## src/jstgibbs_pkg.sv

```systemverilog
// package: sizes, command codes and shared types of the sentiment-topic sampler
package jstgibbs_pkg;

   localparam int LABELS = 3;
   localparam int TOPICS = 64;
   localparam int VOCAB  = 4096;
   localparam int DOCS   = 1024;
   localparam int LT     = LABELS * TOPICS;

   localparam int CMD_W   = 3;
   localparam int DOC_W   = 10;
   localparam int WORD_W  = 12;
   localparam int LABEL_W = 2;
   localparam int TOPIC_W = 6;
   localparam int LK_W    = LABEL_W + TOPIC_W;
   localparam int PRIOR_W = 24;
   localparam int UNI_W   = 16;
   localparam int FRAC_W  = 16;

   localparam int CNTL_W = 20;
   localparam int CNTS_W = 16;
   localparam int WPS_W  = 36;
   localparam int TPS_W  = 32;
   localparam int RW_W   = 32;

   localparam int Q_FRAC  = 24;
   localparam int Q_W     = Q_FRAC + 1;
   localparam int DIV_W   = 38;
   localparam int MUL_A_W = 32;
   localparam int MUL_B_W = Q_W;
   localparam int PROD_W  = MUL_A_W + MUL_B_W;

   localparam int LTW_DEPTH = LT * VOCAB;
   localparam int LTW_AW    = LK_W + WORD_W;
   localparam int DLT_DEPTH = DOCS * LT;
   localparam int DLT_AW    = 18;
   localparam int DL_DEPTH  = DOCS * LABELS;
   localparam int DL_AW     = 12;

   localparam logic [CMD_W-1:0] CMD_WORD_PRIOR  = 3'd0;
   localparam logic [CMD_W-1:0] CMD_TOPIC_PRIOR = 3'd1;
   localparam logic [CMD_W-1:0] CMD_ADD_TOKEN   = 3'd2;
   localparam logic [CMD_W-1:0] CMD_SAMPLE      = 3'd3;
   localparam logic [CMD_W-1:0] CMD_CLEAR       = 3'd4;

   localparam logic [PRIOR_W-1:0] DOC_PRIOR_RESET = 24'd65536;

   typedef struct packed {
      logic             start;
      logic [DIV_W-1:0] num;
      logic [DIV_W-1:0] den;
   } div_req_type;

   typedef struct packed {
      logic           done;
      logic [Q_W-1:0] quot;
   } div_rsp_type;

endpackage

```

## src/jstgibbs_div.sv

```systemverilog
// iterative ratio divider: two quotient bits per cycle, result clamped at one
module jstgibbs_div (
   input  logic                      clock,
   input  logic                      reset,
   input  jstgibbs_pkg::div_req_type div_req,
   output jstgibbs_pkg::div_rsp_type div_rsp
);
   localparam int STEPS  = jstgibbs_pkg::Q_FRAC / 2;
   localparam int STEP_W = 4;
   localparam int DW     = jstgibbs_pkg::DIV_W;
   localparam int QW     = jstgibbs_pkg::Q_W;

   logic              busy_ff, busy_in;
   logic              done_ff, done_in;
   logic [DW-1:0]     rem_ff, rem_in;
   logic [DW-1:0]     den_ff, den_in;
   logic [QW-1:0]     q_ff, q_in;
   logic [STEP_W-1:0] cnt_ff, cnt_in;
   logic [DW:0]       t1, t2, den_x;
   logic              b1, b2;

   always_comb begin
      den_x = {1'b0, den_ff};
      t1 = {rem_ff, 1'b0};
      b1 = (t1 >= den_x);
      if (b1) begin
         t1 = t1 - den_x;
      end
      t2 = {t1[DW-1:0], 1'b0};
      b2 = (t2 >= den_x);
      if (b2) begin
         t2 = t2 - den_x;
      end
      busy_in = busy_ff;
      done_in = 1'b0;
      rem_in  = rem_ff;
      den_in  = den_ff;
      q_in    = q_ff;
      cnt_in  = cnt_ff;
      if (div_req.start) begin
         if (div_req.den == '0) begin
            q_in    = '0;
            done_in = 1'b1;
            busy_in = 1'b0;
         end else if (div_req.num >= div_req.den) begin
            q_in    = QW'(1) << jstgibbs_pkg::Q_FRAC;
            done_in = 1'b1;
            busy_in = 1'b0;
         end else begin
            rem_in  = div_req.num;
            den_in  = div_req.den;
            q_in    = '0;
            cnt_in  = '0;
            busy_in = 1'b1;
         end
      end else if (busy_ff) begin
         rem_in = t2[DW-1:0];
         q_in   = {q_ff[QW-3:0], b1, b2};
         cnt_in = cnt_ff + STEP_W'(1);
         if (cnt_ff == STEP_W'(STEPS - 1)) begin
            busy_in = 1'b0;
            done_in = 1'b1;
         end
      end
   end

   always_ff @(posedge clock) begin
      if (reset) begin
         busy_ff <= 1'b0;
         done_ff <= 1'b0;
      end else begin
         busy_ff <= busy_in;
         done_ff <= done_in;
      end
      rem_ff <= rem_in;
      den_ff <= den_in;
      q_ff   <= q_in;
      cnt_ff <= cnt_in;
   end

   assign div_rsp.done = done_ff;
   assign div_rsp.quot = q_ff;

endmodule

```

## config.mk

```make
export PLATFORM = sky130hd
export DESIGN_NAME = jstgibbs_div
export DESIGN_NICKNAME = d
export VERILOG_FILES = /design/src/jstgibbs_pkg.sv /design/src/jstgibbs_div.sv
export SDC_FILE = /design/constraint.sdc
export NUM_CORES = 1
export LEC_CHECK = 0
export ABC_AREA = 0
export CORE_MARGIN = 2
export CORE_UTILIZATION = 45
export CTS_CLUSTER_DIAMETER = 30
export CTS_CLUSTER_SIZE = 14
export DETAILED_ROUTE_END_ITERATION = 10
export DONT_BUFFER_PORTS = 1
export PLACE_DENSITY = 0.65
export SYNTH_ARGS = -nofsm -noshare
export SYNTH_HDL_FRONTEND = slang
export SYNTH_SLANG_ARGS = --single-unit
```

## constraint.sdc

```tcl
create_clock -name clock -period 7.4 [get_ports clock]
set_clock_uncertainty 0.1 [all_clocks]
set_input_delay 0.37 -clock clock [delete_from_list [all_inputs] [get_ports clock]]
set_output_delay 0.37 -clock clock [all_outputs]
set_load 0.02 [all_outputs]
```

; ---- After elaboration in Yosys (flattened, before gate mapping)
; Cells that the tools add are included.
[totals]
elab_cells = 45
input_bits = 79
output_inout_bits = 26
reg_bits = 107
[classes]
n_lt_le_gt_ge = 3
reduce_logical = 4
bitwise_logic = 2
n_addsub = 3
mux = 24
n_eq_ne = 3
[ops]
columns = op, count
row1 = $mux W38, 6
row2 = $mux W25, 4
row3 = $ge A39 B38 Y1, 2
row4 = $sub A38 B38 Y38, 2
row5 = $ge A38 B38 Y1, 1
row6 = $logic_not A38 Y1, 1
row7 = $mux W4, 4
row8 = $mux W1, 10
row9 = $reduce_and A3 Y1, 2
row10 = $add A4 B1 Y4 const B, 1
row11 = $eq A4 B4 Y1 const B, 1
row12 = $ne A2 B2 Y1 const B, 2
row13 = $not A1 Y1, 2
row14 = $reduce_bool A2 Y1, 1

; ---- Logic depth before layout (Yosys ltp)
[logic_depth]
depth_word = 6
depth_mapped = 28
ltp_nobuf = 24

; ---- Worst setup path after synthesis
; OpenSTA, ideal clock, no wires.
[synth_path]
kind = register to register
from = reg rem_ff[10]
to = reg rem_ff[3] (data pin)
n_path_buf = 4
arrival_ns = 5.522
setup_slack_ns = 1.517
stages_incl_launch_ff = 26
required_ns = 7.039
setup_ns = 0.261
period_less_slack_ns = 5.883
path_cell_list = edfxtp_1 ha_1 clkbuf_2 nand4_1 or4b_1 a21oi_2 o31ai_1 and3_1 o21bai_2 nand4_2 nand2_1 buf_2 mux2_2 ha_1 clkbuf_1 a21oi_1 nand2_1 a221oi_1 o21ai_0 a31oi_1 o31ai_2 a211oi_1 o21bai_1 a211o_4 buf_6 a221o_1
[synth_via]
elab_chain_len = 6
elab_cells_between_ends = 8
classes_between = 2 x add/sub / 2 x order compare / 4 x mux
[synth_rtl]
columns = element, line
row1 = from (decl), jstgibbs_div.sv:15  ; logic [DW-1:0] rem_ff, rem_in;
row2 = from (signal assigned), jstgibbs_div.sv:75  ; rem_ff <= rem_in;
row3 = $ge A39 B38 Y1 / $sub A38 B38 Y38 (equally long branches), "jstgibbs_div.sv:25, jstgibbs_div.sv:27"
row4 = $mux W38 *, jstgibbs_div.sv:26  ; if (b1) begin
row5 = $sub A38 B38 Y38 / $ge A39 B38 Y1 (equally long branches), "jstgibbs_div.sv:32, jstgibbs_div.sv:30"
row6 = $mux W38 *, jstgibbs_div.sv:31  ; if (b2) begin
row7 = $mux W38 *, jstgibbs_div.sv:56  ; end else if (busy_ff) begin
row8 = $mux W38 *, jstgibbs_div.sv:40  ; if (div_req.start) begin
row9 = net rem_in[3], jstgibbs_div.sv:15
; Mark *: on every way through the listed nets, which the timed path passes. The rest lies on a longest branch. The select of a mux whose other input is x is not followed.
; A chain may end at the register's enable or synchronous reset.

; ---- Final worst setup path
[layout_path]
from = reg rem_ff[7]
to = reg rem_ff[20] (data pin)
[layout_via]
elab_chain_len = 6
elab_cells_between_ends = 8
classes_between = 2 x add/sub / 2 x order compare / 4 x mux
[layout_rtl]
columns = element, line
row1 = $sub A38 B38 Y38 / $ge A39 B38 Y1 (equally long branches), "jstgibbs_div.sv:27, jstgibbs_div.sv:25"
row2 = $mux W38 *, jstgibbs_div.sv:26
row3 = $sub A38 B38 Y38 / $ge A39 B38 Y1 (equally long branches), "jstgibbs_div.sv:32, jstgibbs_div.sv:30"
row4 = $mux W38 *, jstgibbs_div.sv:31
row5 = $mux W38 *, jstgibbs_div.sv:56
row6 = $mux W38 *, jstgibbs_div.sv:40
row7 = net rem_in[20], jstgibbs_div.sv:15
; Marks and branches as above.

==> results.sh <==
export IMPL_path_max_fanout=32
export IMPL_syn_area_mm2=0.00986
export IMPL_grt_first_pass_wirelength_um=45100
export IMPL_gp_congestion=0.915
export IMPL_port_buffers=0
export IMPL_synth_top_area_share=0.320
export IMPL_async_reset_ff_frac=0
export IMPL_htreeDepth=3
export IMPL_dieWidth_um=152
export IMPL_yosys_register_bits=107
export IMPL_synth_flop_cell="edfxtp_1"
export IMPL_slowest_stage="or4b_1"
export IMPL_whs_ns=0.0801
export IMPL_synth_edf_count=105
export IMPL_tightestPinTransition_ns=1.04
export IMPL_critPathBufInv=1
export IMPL_grt_max_degree=95
export IMPL_routedWlPerCell_um=20.2
export IMPL_yosysTopAreaCell="edfxtp_1"
export IMPL_drc_errors=0
export IMPL_rows=54
export IMPL_setup_violations=0
export IMPL_cts_buffers=9
export IMPL_path_common_cell="nand2_1"
export IMPL_crit_family="compound AO/OA/AOI/OAI gates"
export IMPL_routed_wl_um=28200
export IMPL_start_util=0.455
export IMPL_io_pins=105
export IMPL_max_cap_violations=0
export IMPL_vias=8369
export IMPL_worstPathRequired_ns=7.49
export IMPL_core_mm2=0.0217
export IMPL_drt_pass1_iter_count=5
export IMPL_die_h_um=152
export IMPL_layout_nets=1308
export IMPL_clk_pin_slew_ns=0.09
export IMPL_fin_crit_sh=0.932
export IMPL_syn2layout_area_growth_pct=10.2
export IMPL_avgSynthCellArea_um2=9.01
export IMPL_synth_area_top_cells="edfxtp_1 32%, ha_1 14%, a21oi_1 4.7%"
export IMPL_final_common_cell="ha_1"
export IMPL_syn_inst=1094
export IMPL_crit_arrival_ns=6.98
export IMPL_final_seq_area_mm2=0.00319
export IMPL_dp_hpwl_um=21900
export IMPL_dieArea_mm2=0.0231
export IMPL_status="complete, no violations"
export IMPL_yosysUniqueCellTypes=75
export IMPL_grt_pass1_vias=8304
export IMPL_seq_area_frac_synth=0.324
export IMPL_worst_hold_path_type="input port to flop"
export IMPL_drive_gt1_frac=0.0697
export IMPL_yosysWarningCount=0
export IMPL_antenna_found_initial=0
export IMPL_slowest_delay_ns=0.46
export IMPL_overflow=0
export IMPL_final_antenna_net_count=0
export IMPL_rsz0062_at_grt="false"
export IMPL_cts_buffer_depth=2
export IMPL_cts_sinks=107
export IMPL_fmax_ghz=0.145
export IMPL_fillCellCount=1989
export IMPL_slew_violations=0
export IMPL_multiInputGateArea_mm2=0.00612
export IMPL_clockRootBuffer="clkbuf_16"
export IMPL_worstPathCellList="ha_1 > and3_4 > or4b_1 > a21oi_2 > o31ai_1 > and3_1 > o21bai_2 > nand4_2 > nand2_1 > buf_12 > mux2_2 > ha_1 > nand2_1 > a2111oi_0 > o21ai_0 > nand3_1 > a31oi_1 > o31ai_2 > a211oi_1 > o21bai_1 > a211o_4 > nand2_1 > o211ai_1"
export IMPL_worstSetupPathType="flop to flop"
export IMPL_cts_tree="done"
export IMPL_tns_ns=0
export IMPL_crit_path_start_kind="flop"
export IMPL_clock_latency_ns=0.37
export IMPL_vias_per_cell=5.98
export IMPL_num_antenna_cells=0
export IMPL_hold_violations=0
export IMPL_critPathCaptureType="flop"
export IMPL_globalRouteTotalUtil=0.244
export IMPL_drt_iter0_markers=668
export IMPL_final_cell_mix="114 x ha_1, 105 x edfxtp_1, 97 x inv_1"
export IMPL_syn_nets=1288
export IMPL_max_slew_margin_rel=0.302
export IMPL_period_needed_ns=6.89
==> synthesized netlist by cell type, drive strengths merged (3+ instances only) <==
cell type,number
nand2,83
o211ai,12
nand3,61
mux2,26
mux2i,3
nor2b,33
o31ai,10
and2,8
a31o,3
nor3,9
a2111oi,4
a211oi,10
xnor2,43
a221oi,3
o21bai,16
edfxtp,105
nor2,55
buf,14
or2,5
o21a,10
clkbuf,28
inv,97
a21oi,93
nand2b,10
nor4,12
o21ai,55
a21o,38
nand4,27
ha,114
a311oi,3
and3,12
a31oi,13
xor2,27
o311ai,23
or3,3
==> kinds of logic (layout without fill, tap and decap cells) <==
family          count (synthesis)  in the layout  share of synthesized area
compound gates                311            311                      0.213
xor+xnor                       70             70                     0.0622
fa+ha+maj                     115            115                      0.147
buf+inv                       140            165                     0.0584
flops                         107            107                      0.324
mux                            29             29                     0.0327
simple gates                  322            322                      0.163
==> state kept, by name (all words and copies together), names as in the netlist <==
register,cells
den_ff,38
rem_ff,38
q_ff,25
cnt_ff,4
busy_ff,1
done_ff,1
==> timing repair <==
item                                    4_1_cts  5_1_grt
resized for setup                             0        1
hold buffers                                 39        0
buffers inserted                              0        2
endpoints found under the hold margin        40        0
endpoints found under the setup margin        0       27
==> final timing paths <==
| kind | endpoint | depth (start not counted) | startpoint | slack, ns |
|---|---|---|---|---|
| setup / recovery | rem_ff[20]$_DFFE_PP_ | 23 | rem_ff[7]$_DFFE_PP_ | 0.51 |
| hold / removal | q_ff[17]$_SDFFCE_PP0P_ | 1 | div_req[76] | 0.08 |
| setup reg to reg | rem_ff[20]$_DFFE_PP_ | 23 | rem_ff[7]$_DFFE_PP_ | 0.51 |
| hold reg to reg | busy_ff$_SDFF_PP0_ | 2 | busy_ff$_SDFF_PP0_ | 0.41 |
==> final cells by class <==
type                    instances  share of cell area
repair buffers                 51              0.0477
flip-flops and latches        107               0.294
clock inverters                 7             0.00841
inverters                      98              0.0339
well taps                     280              0.0323
multi-input cells             847               0.563
clock buffers                   9              0.0207
==> per-stage QoR <==
| stage | util | setup WS, ns | cell area (um^2) | instances |
|---|---|---|---|---|
| 3_5_place_dp | 0.467 | 0.498 | 10100 | 1342 |
| 4_1_cts | 0.499 | 0.465 | 10800 | 1397 |
| 5_1_grt | 0.501 | 0.100 | 10900 | 1399 |
| 3_3_place_gp | 0.467 | 0.641 | 10100 | 1342 |
| 2_1_floorplan | - | 1.52 | 9860 | 1094 |
| 6_report | 0.501 | 0.507 | 10900 | 1399 |
==> routing by layer <==
metal / vias to the layer above / track usage / part of all wire / wire [um]
met4: 0 / 0.0935 / 0.034 / 963
met1: 3921 / 0.328 / 0.44 / 12400
met3: 44 / 0.0445 / 0.069 / 1960
met2: 300 / 0.392 / 0.46 / 13000
met5: - / 0 / 0 / 0
li1: 4104 / - / - / -
Power is not shown: default switching activity piles up to over one toggle a cycle in this logic, so the estimate is an artifact.
